$ cat src/hw/rtl/ttb_pkg.sv
`timescale 1ns / 1ps
// ----------------------------------------------------------------------------
// ttb_pkg: shared types and constants of the tangent basis unit
// Command/status structs between controller and datapath, cross product
// step codes, corner slot codes and the saturating delta helper.
// ----------------------------------------------------------------------------
package ttb_pkg;

    localparam int unsigned W         = 32;  // field width (Q16.16)
    localparam int unsigned WW        = 64;  // wide product / determinant width
    localparam int unsigned LANES     = 6;   // divide lanes: tangent xyz, bitangent xyz
    localparam int unsigned NCROSS    = 7;   // det + six numerators
    localparam int unsigned DIV_STEPS = 32;  // quotient bits per divide

    // cross product step codes (also the index into the cross result file)
    localparam logic [2:0] X_DET   = 3'd0;
    localparam logic [2:0] X_TAN_X = 3'd1;
    localparam logic [2:0] X_TAN_Y = 3'd2;
    localparam logic [2:0] X_TAN_Z = 3'd3;
    localparam logic [2:0] X_BIT_X = 3'd4;
    localparam logic [2:0] X_BIT_Y = 3'd5;
    localparam logic [2:0] X_BIT_Z = 3'd6;

    // corner slot codes
    localparam logic [1:0] SLOT_C0 = 2'd0;
    localparam logic [1:0] SLOT_C1 = 2'd1;
    localparam logic [1:0] SLOT_C2 = 2'd2;

    typedef struct packed {
        logic       corner_load;
        logic [1:0] slot;
        logic       delta_load;
        logic       mul_go;
        logic [2:0] mul_sel;
        logic       wb_go;
        logic [2:0] wb_sel;
        logic       div_init;
        logic       div_step;
        logic       out_load;
    } t_cmd;

    typedef struct packed {
        logic det_zero;
    } t_status;

    // a - b, both signed 32-bit, saturated to signed 32 bits
    function automatic logic [W-1:0] sat_delta(input logic [W-1:0] a, input logic [W-1:0] b);
        logic [W:0] d;
        d = {a[W-1], a} - {b[W-1], b};
        if (d[W] != d[W-1]) begin
            sat_delta = d[W] ? {1'b1, {(W-1){1'b0}}} : {1'b0, {(W-1){1'b1}}};
        end else begin
            sat_delta = d[W-1:0];
        end
    endfunction

endpackage

$ cat src/hw/rtl/ttb_ctrl.sv
`timescale 1ns / 1ps
// ----------------------------------------------------------------------------
// ttb_ctrl: sequencing state machine
// Counts corners, steps the cross products and the divide, owns the
// output valid flag.
// ----------------------------------------------------------------------------
module ttb_ctrl (
    input  logic             i_clk,
    input  logic             i_rst_n,
    input  logic             i_in_valid,
    output logic             o_in_ready,
    output logic             o_out_valid,
    input  logic             i_out_ready,
    input  ttb_pkg::t_status i_status,
    output ttb_pkg::t_cmd    o_cmd
);

    typedef enum logic [2:0] {
        S_IDLE,
        S_DELTA,
        S_MUL,
        S_DRAIN,
        S_PREP,
        S_DIV,
        S_FIN
    } t_state;

    localparam logic [4:0] DIV_LAST = 5'(ttb_pkg::DIV_STEPS - 1);

    t_state     r_state;
    logic [1:0] r_cnt;
    logic [2:0] r_step;
    logic [4:0] r_bit;
    logic       r_out_vld;
    logic       in_acc;
    logic       third;

    assign in_acc      = i_in_valid && (r_state == S_IDLE);
    assign third       = (r_cnt >= ttb_pkg::SLOT_C2);
    assign o_in_ready  = (r_state == S_IDLE);
    assign o_out_valid = r_out_vld;

    always_comb begin
        o_cmd             = '0;
        o_cmd.corner_load = in_acc;
        o_cmd.slot        = third ? ttb_pkg::SLOT_C2 : r_cnt;
        o_cmd.delta_load  = (r_state == S_DELTA);
        o_cmd.mul_go      = (r_state == S_MUL);
        o_cmd.mul_sel     = r_step;
        o_cmd.wb_go       = ((r_state == S_MUL) && (r_step != ttb_pkg::X_DET))
                          || (r_state == S_DRAIN);
        o_cmd.wb_sel      = r_step - 3'd1;
        o_cmd.div_init    = (r_state == S_PREP);
        o_cmd.div_step    = (r_state == S_DIV);
        o_cmd.out_load    = (r_state == S_FIN) && (!r_out_vld || i_out_ready);
    end

    always_ff @(posedge i_clk) begin
        if (!i_rst_n) begin
            r_state   <= S_IDLE;
            r_cnt     <= '0;
            r_step    <= '0;
            r_bit     <= '0;
            r_out_vld <= 1'b0;
        end else begin
            unique case (r_state)
                S_IDLE: begin
                    if (in_acc) begin
                        if (third) begin
                            r_cnt   <= '0;
                            r_state <= S_DELTA;
                        end else begin
                            r_cnt <= r_cnt + 2'd1;
                        end
                    end
                end
                S_DELTA: begin
                    r_step  <= ttb_pkg::X_DET;
                    r_state <= S_MUL;
                end
                S_MUL: begin
                    r_step <= r_step + 3'd1;
                    if (r_step == ttb_pkg::X_BIT_Z) begin
                        r_state <= S_DRAIN;
                    end
                end
                S_DRAIN: begin
                    r_state <= S_PREP;
                end
                S_PREP: begin
                    r_bit   <= '0;
                    r_state <= i_status.det_zero ? S_FIN : S_DIV;
                end
                S_DIV: begin
                    r_bit <= r_bit + 5'd1;
                    if (r_bit == DIV_LAST) begin
                        r_state <= S_FIN;
                    end
                end
                S_FIN: begin
                    if (o_cmd.out_load) begin
                        r_state <= S_IDLE;
                    end
                end
                default: begin
                    r_state <= S_IDLE;
                end
            endcase

            if (o_cmd.out_load) begin
                r_out_vld <= 1'b1;
            end else if (i_out_ready) begin
                r_out_vld <= 1'b0;
            end
        end
    end

    a_third_starts: assert property (@(posedge i_clk) disable iff (!i_rst_n)
        (in_acc && third) |=> (r_state == S_DELTA && r_cnt == 2'd0))
        else $error("third corner did not start a face computation");

    a_div_len: assert property (@(posedge i_clk) disable iff (!i_rst_n)
        (r_state == S_DIV && r_bit == DIV_LAST) |=> (r_state == S_FIN))
        else $error("divide did not finish after its last quotient bit");

    a_cnt_range: assert property (@(posedge i_clk) disable iff (!i_rst_n)
        r_cnt != 2'd3)
        else $error("corner count out of range");

    a_load_valid: assert property (@(posedge i_clk) disable iff (!i_rst_n)
        o_cmd.out_load |=> (o_out_valid && r_state == S_IDLE))
        else $error("result load not followed by valid output");

endmodule

$ cat config.mk
export PLATFORM = sky130hd
export DESIGN_NAME = ttb_ctrl
export DESIGN_NICKNAME = d
export VERILOG_FILES = /design/src/hw/rtl/ttb_pkg.sv /design/src/hw/rtl/ttb_ctrl.sv
export SDC_FILE = /design/constraint.sdc
export NUM_CORES = 1
export LEC_CHECK = 0
export BUFFER_PORTS_ARGS = -buffer_cell sky130_fd_sc_hd__buf_2
export CAP_MARGIN = 0
export CORE_MARGIN = 2
export CORE_UTILIZATION = 48
export CTS_BUF_LIST = sky130_fd_sc_hd__clkbuf_2 sky130_fd_sc_hd__clkbuf_4 sky130_fd_sc_hd__clkbuf_8
export CTS_CLUSTER_DIAMETER = 60
export DETAILED_ROUTE_END_ITERATION = 7
export PLACE_DENSITY = 0.85
export REMOVE_ABC_BUFFERS = 1
export SYNTH_ARGS = -nofsm -noshare
export SYNTH_HDL_FRONTEND = slang
export SYNTH_SLANG_ARGS = --single-unit
$ cat constraint.sdc
create_clock -name i_clk -period 1.4 [get_ports i_clk]
set_input_delay 0 -clock i_clk [delete_from_list [all_inputs] [get_ports i_clk]]
set_output_delay 0 -clock i_clk [all_outputs]
set_load 0.01 [all_outputs]
Word-level counts from Yosys, hierarchy flattened
Cells that the tools add are included.
- bits in registers: 14
- output and inout bits: 17
- $add $sub $neg: 4
- $lt $le $gt $ge: 1
- eq/ne operators: 13
- muxes and demuxes: 13
- reduce and logical (&&, ||, !) cells: 13
- operators with widths (kind ; number):
    $pmux W3 S7 ; 1
    $mux W3 ; 5
    $eq A3 B3 Y1 const B ; 4
    $pmux W5 S2 ; 1
    $ne A2 B1 Y1 const B ; 4
    $eq A3 B2 Y1 const B ; 2
    $mux W2 ; 3
    $pmux W3 S2 ; 1
    $reduce_bool A2 Y1 ; 3
    $add A5 B1 Y5 const B ; 1
    $eq A5 B5 Y1 const B ; 1
    $reduce_and A5 Y1 ; 1
    $add A3 B1 Y3 const B ; 1
    $eq A3 B1 Y1 const B ; 1
    $logic_and A1 B1 Y1 ; 3
    $logic_not A3 Y1 ; 1
    $reduce_bool A3 Y1 ; 1
    $sub A3 B1 Y3 const B ; 1
    $add A2 B1 Y2 const B ; 1
    $ge A2 B2 Y1 const B ; 1
    $logic_or A1 B1 Y1 ; 2
    $mux W1 ; 2
    $ne A2 B2 Y1 const B ; 1
    $reduce_and A2 Y1 ; 1
    $logic_not A1 Y1 ; 1

Depth between registers and ports, before layout
- depth after elaboration: 5
- gate-level depth with buffers: 7

Worst setup path after synthesis
OpenSTA, ideal clock, no wires.
- path type: register to register
- start: register r_bit[0]
- end: register r_state[0]
- arrival: 1428 ps
- slack: -99 ps
- cell stages (with the launch flop): 8
- buffers on the path: 0
- clock period less this slack: 1499 ps
- cells stage by stage: dfxtp_1 -> ha_1 -> and3_1 -> ha_1 -> nand3b_1 -> a21o_1 -> o211ai_2 -> mux2i_1
- longest elaborated chain between the ends: 3
- RTL lines (what ; line ; text):
    start: declaration ; ttb_ctrl.sv:33 ; logic [4:0] r_bit;
    start signal: assignment ; ttb_ctrl.sv:95 ; r_bit <= r_bit + 5'd1;
    $eq A5 B5 Y1 ; ttb_ctrl.sv:96 ; if (r_bit == DIV_LAST) begin
    $ne A2 B1 Y1 (no source line) ; n/a ;
    $reduce_and A5 Y1 (no source line) ; n/a ;
    end signal: assignment ; ttb_ctrl.sv:92 ; r_state <= i_status.det_zero ? S_FIN : S_DIV;
    end: declaration ; ttb_ctrl.sv:30 ; t_state r_state;
Every way passes these cells.
A chain may end at the register's enable or synchronous reset.

Final worst setup path
Same ends and word-level chain as after synthesis.

==> results.cfg <==
[placement]
dp_hpwl_um = 1310
post-place-ws_ns = -0.201
gp_congestion = 0.707
port_buffers = 21

[sta]
slew_headroom = 0.776
setup-tns-final_ns = -0.238
worst_slew_pin_slew_ns = 0.335
timing.fmax_ghz = 0.654
period_needed_ns = 1.53
final_max_slew_viol_count = 0
hold_viol = 0
rsz0062_at_grt = true
finalCritPeriodShare = 1.09
fin_ws_ns = -0.129
skew_ns = 0.00855
finalSetupViolCount = 2

[outcome]
status = complete, but fails checks
violations = negative setup slack

[route]
finalWirelength_um = 1840
drc = 0
ant_nets = 0
dr.pass1.iters = 7
drt_iter0_drc = 11
vias_per_cell = 5.09
vias = 809
wl_per_cell_um = 11.6

[clocking]
clk_path_buf_depth = 2
cts_tree = built
hold_buffers = 0
cts_inserted_buffers = 3
h-tree-depth = 1
clkSinkCount = 14
root_buffer = clkbuf_4
clkSlewWorstSetupHoldPaths_ns = 0.08
clk_latency_ns = 0.29

[floorplanning]
coreArea_um2 = 1710
io_pins = 22
die_x_um = 46.5
initial_core_util = 0.507
dieHeight_um = 46.5
rows = 15
dieArea_um2 = 2160

[power]
ir_drop_mv = 0.548
p_leak_nw = 0.542
pwr_density_cell_nw_per_um2 = 957

[global_route]
grtUsageTotal = 0.204
grt_max_degree = 17
overflow = 0
antenna_found_initial = 0
grt_pass1_wl_um = 3160
grt_pass1_vias = 760

[worst_setup_path]
cpPeakStageDelay_ns = 0.34
arrival_ns = 1.73
cp_cell_sequence = ha_4 -> and3_4 -> ha_4 -> nand3b_1 -> a21o_1 -> o211ai_2 -> mux2i_1
crit_type = reg2reg
crit_required_ns = 1.60
crit_top_cell = ha_4
cp_max_fo = 2
slowest_stage = dfxtp_2
r2r_setup_slack_ns = -0.13
worstSetupEndpointType = flop
start_kind = flop

[yosys]
synthCells = 100
yosys.area.top_type_share = 0.324
yosys.area.top_type = dfxtp_1
synth_area_leaders = dfxtp_1 32%, ha_1 8.7%, nand2_1 4.8%
ys_warn_count = 0
ys_types = 35
ys_dominant_reg_cell = dfxtp_1
seq_area_frac_synth = 0.324
async_flop_share = 0
ys_ff_latch = 14
synth_edf_count = 0
postSynthAreaPerCell_um2 = 8.66
syn-cell-area_um2 = 866

[layout]
area_delta_synth_final_pct = 34.1
layout-drive-gt1-share = 0.418
antennaDiodeCount = 0
fin_nets = 147
layout_common_cells = 21 x buf_2, 14 x buf_4, 10 x nand2_1, 9 x dfxtp_1
layout_commonest_cell = buf_2

[min_path]
holdCritPathClass = in2reg

[flow_run]
cap_violations = 0
-- metal layers --
metal  track usage  vias to the layer above  wire length [µm]
met1         0.251                      364               840
met3        0.0275                        5               121
met2         0.344                       30               846
li1              -                      410                 -
met4         0.103                        0                33
met5             0                        -                 0
-- Yosys cell counts, drive strengths merged, types with 2 or more instances --
master	n
dfxtp	14
nand2	12
ha	6
inv	6
nand3	6
a21boi	5
a21oi	5
nor2b	5
buf	4
nor3	4
o21ai	4
nand2b	3
nor2	3
nor3b	3
and2	2
clkbuf	2
mux2i	2
xor2	2
-- final cells by class --
class                           count  area, µm²
Tap cell                           25       31.3
Clock buffer                        3       22.5
Inverter                            6       22.5
Multi-Input combinational cell     74        554
Sequential cell                    14        289
Fill cell                         145        547
Timing Repair Buffer               37        241
-- worst paths after layout --
check,start,endpoint,depth (start not counted)
worst min-delay path,i_in_valid,r_cnt[1],3
worst max-delay path,r_bit[0],r_state[0],7
worst max register to register,r_bit[0],r_state[0],7
worst min register to register,r_cnt[0],r_cnt[0],2
-- metrics by stage --
stage                     hold WS, ns  instances  power [mW]   util  instance area, µm²
after global placement          0.296        150       0.863  0.612                1040
after detailed placement        0.309        150       0.876  0.612                1040
after CTS                     0.00991        156        1.11  0.657                1120
after floorplan                 0.118         94       0.739      -                 821
final                          0.0145        159        1.11  0.680                1160
after global routing           0.0432        159        1.19  0.680                1160
-- sequential cells by signal, summed over array words and instances, names as in the netlist --
| signal | flops |
|---|---|
| r_cnt | 2 |
| o_out_valid | 1 |
| r_bit | 5 |
| r_step | 3 |
| r_state | 3 |
-- critical path, delay by kind of cell (launching register included) --
kind            cells  cell delay, ns
fa+ha+maj           2            0.29
simple gates        2            0.32
compound gates      2            0.27
flops               1            0.34
mux                 1            0.21
-- report_power, final --
group | internal [mW] | switching [mW]
clock | 0.100 | 0.125
combinational | 0.187 | 0.202
sequential | 0.429 | 0.0677
-- cells by family after synthesis --
| group | count (synthesis) | synth area share |
|---|---|---|
| DFF | 14 | 0.324 |
| buffers and inverters | 12 | 0.0780 |
| xor gates and xnor gates | 2 | 0.0202 |
| AOI/OAI and AO/OA | 21 | 0.166 |
| and+or+nand+nor | 43 | 0.302 |
| adders and majority gates | 6 | 0.0867 |
| muxes | 2 | 0.0231 |
-- repair_timing --
action / 4_1_cts / 5_1_grt
setup endpoints to repair: 8 / 9
resized for setup: 11 / 3
cloned: 0 / 0
pin swaps: 3 / 1
setup buffers: 3 / 3
Note: power is estimated with default switching activity, not from simulation.
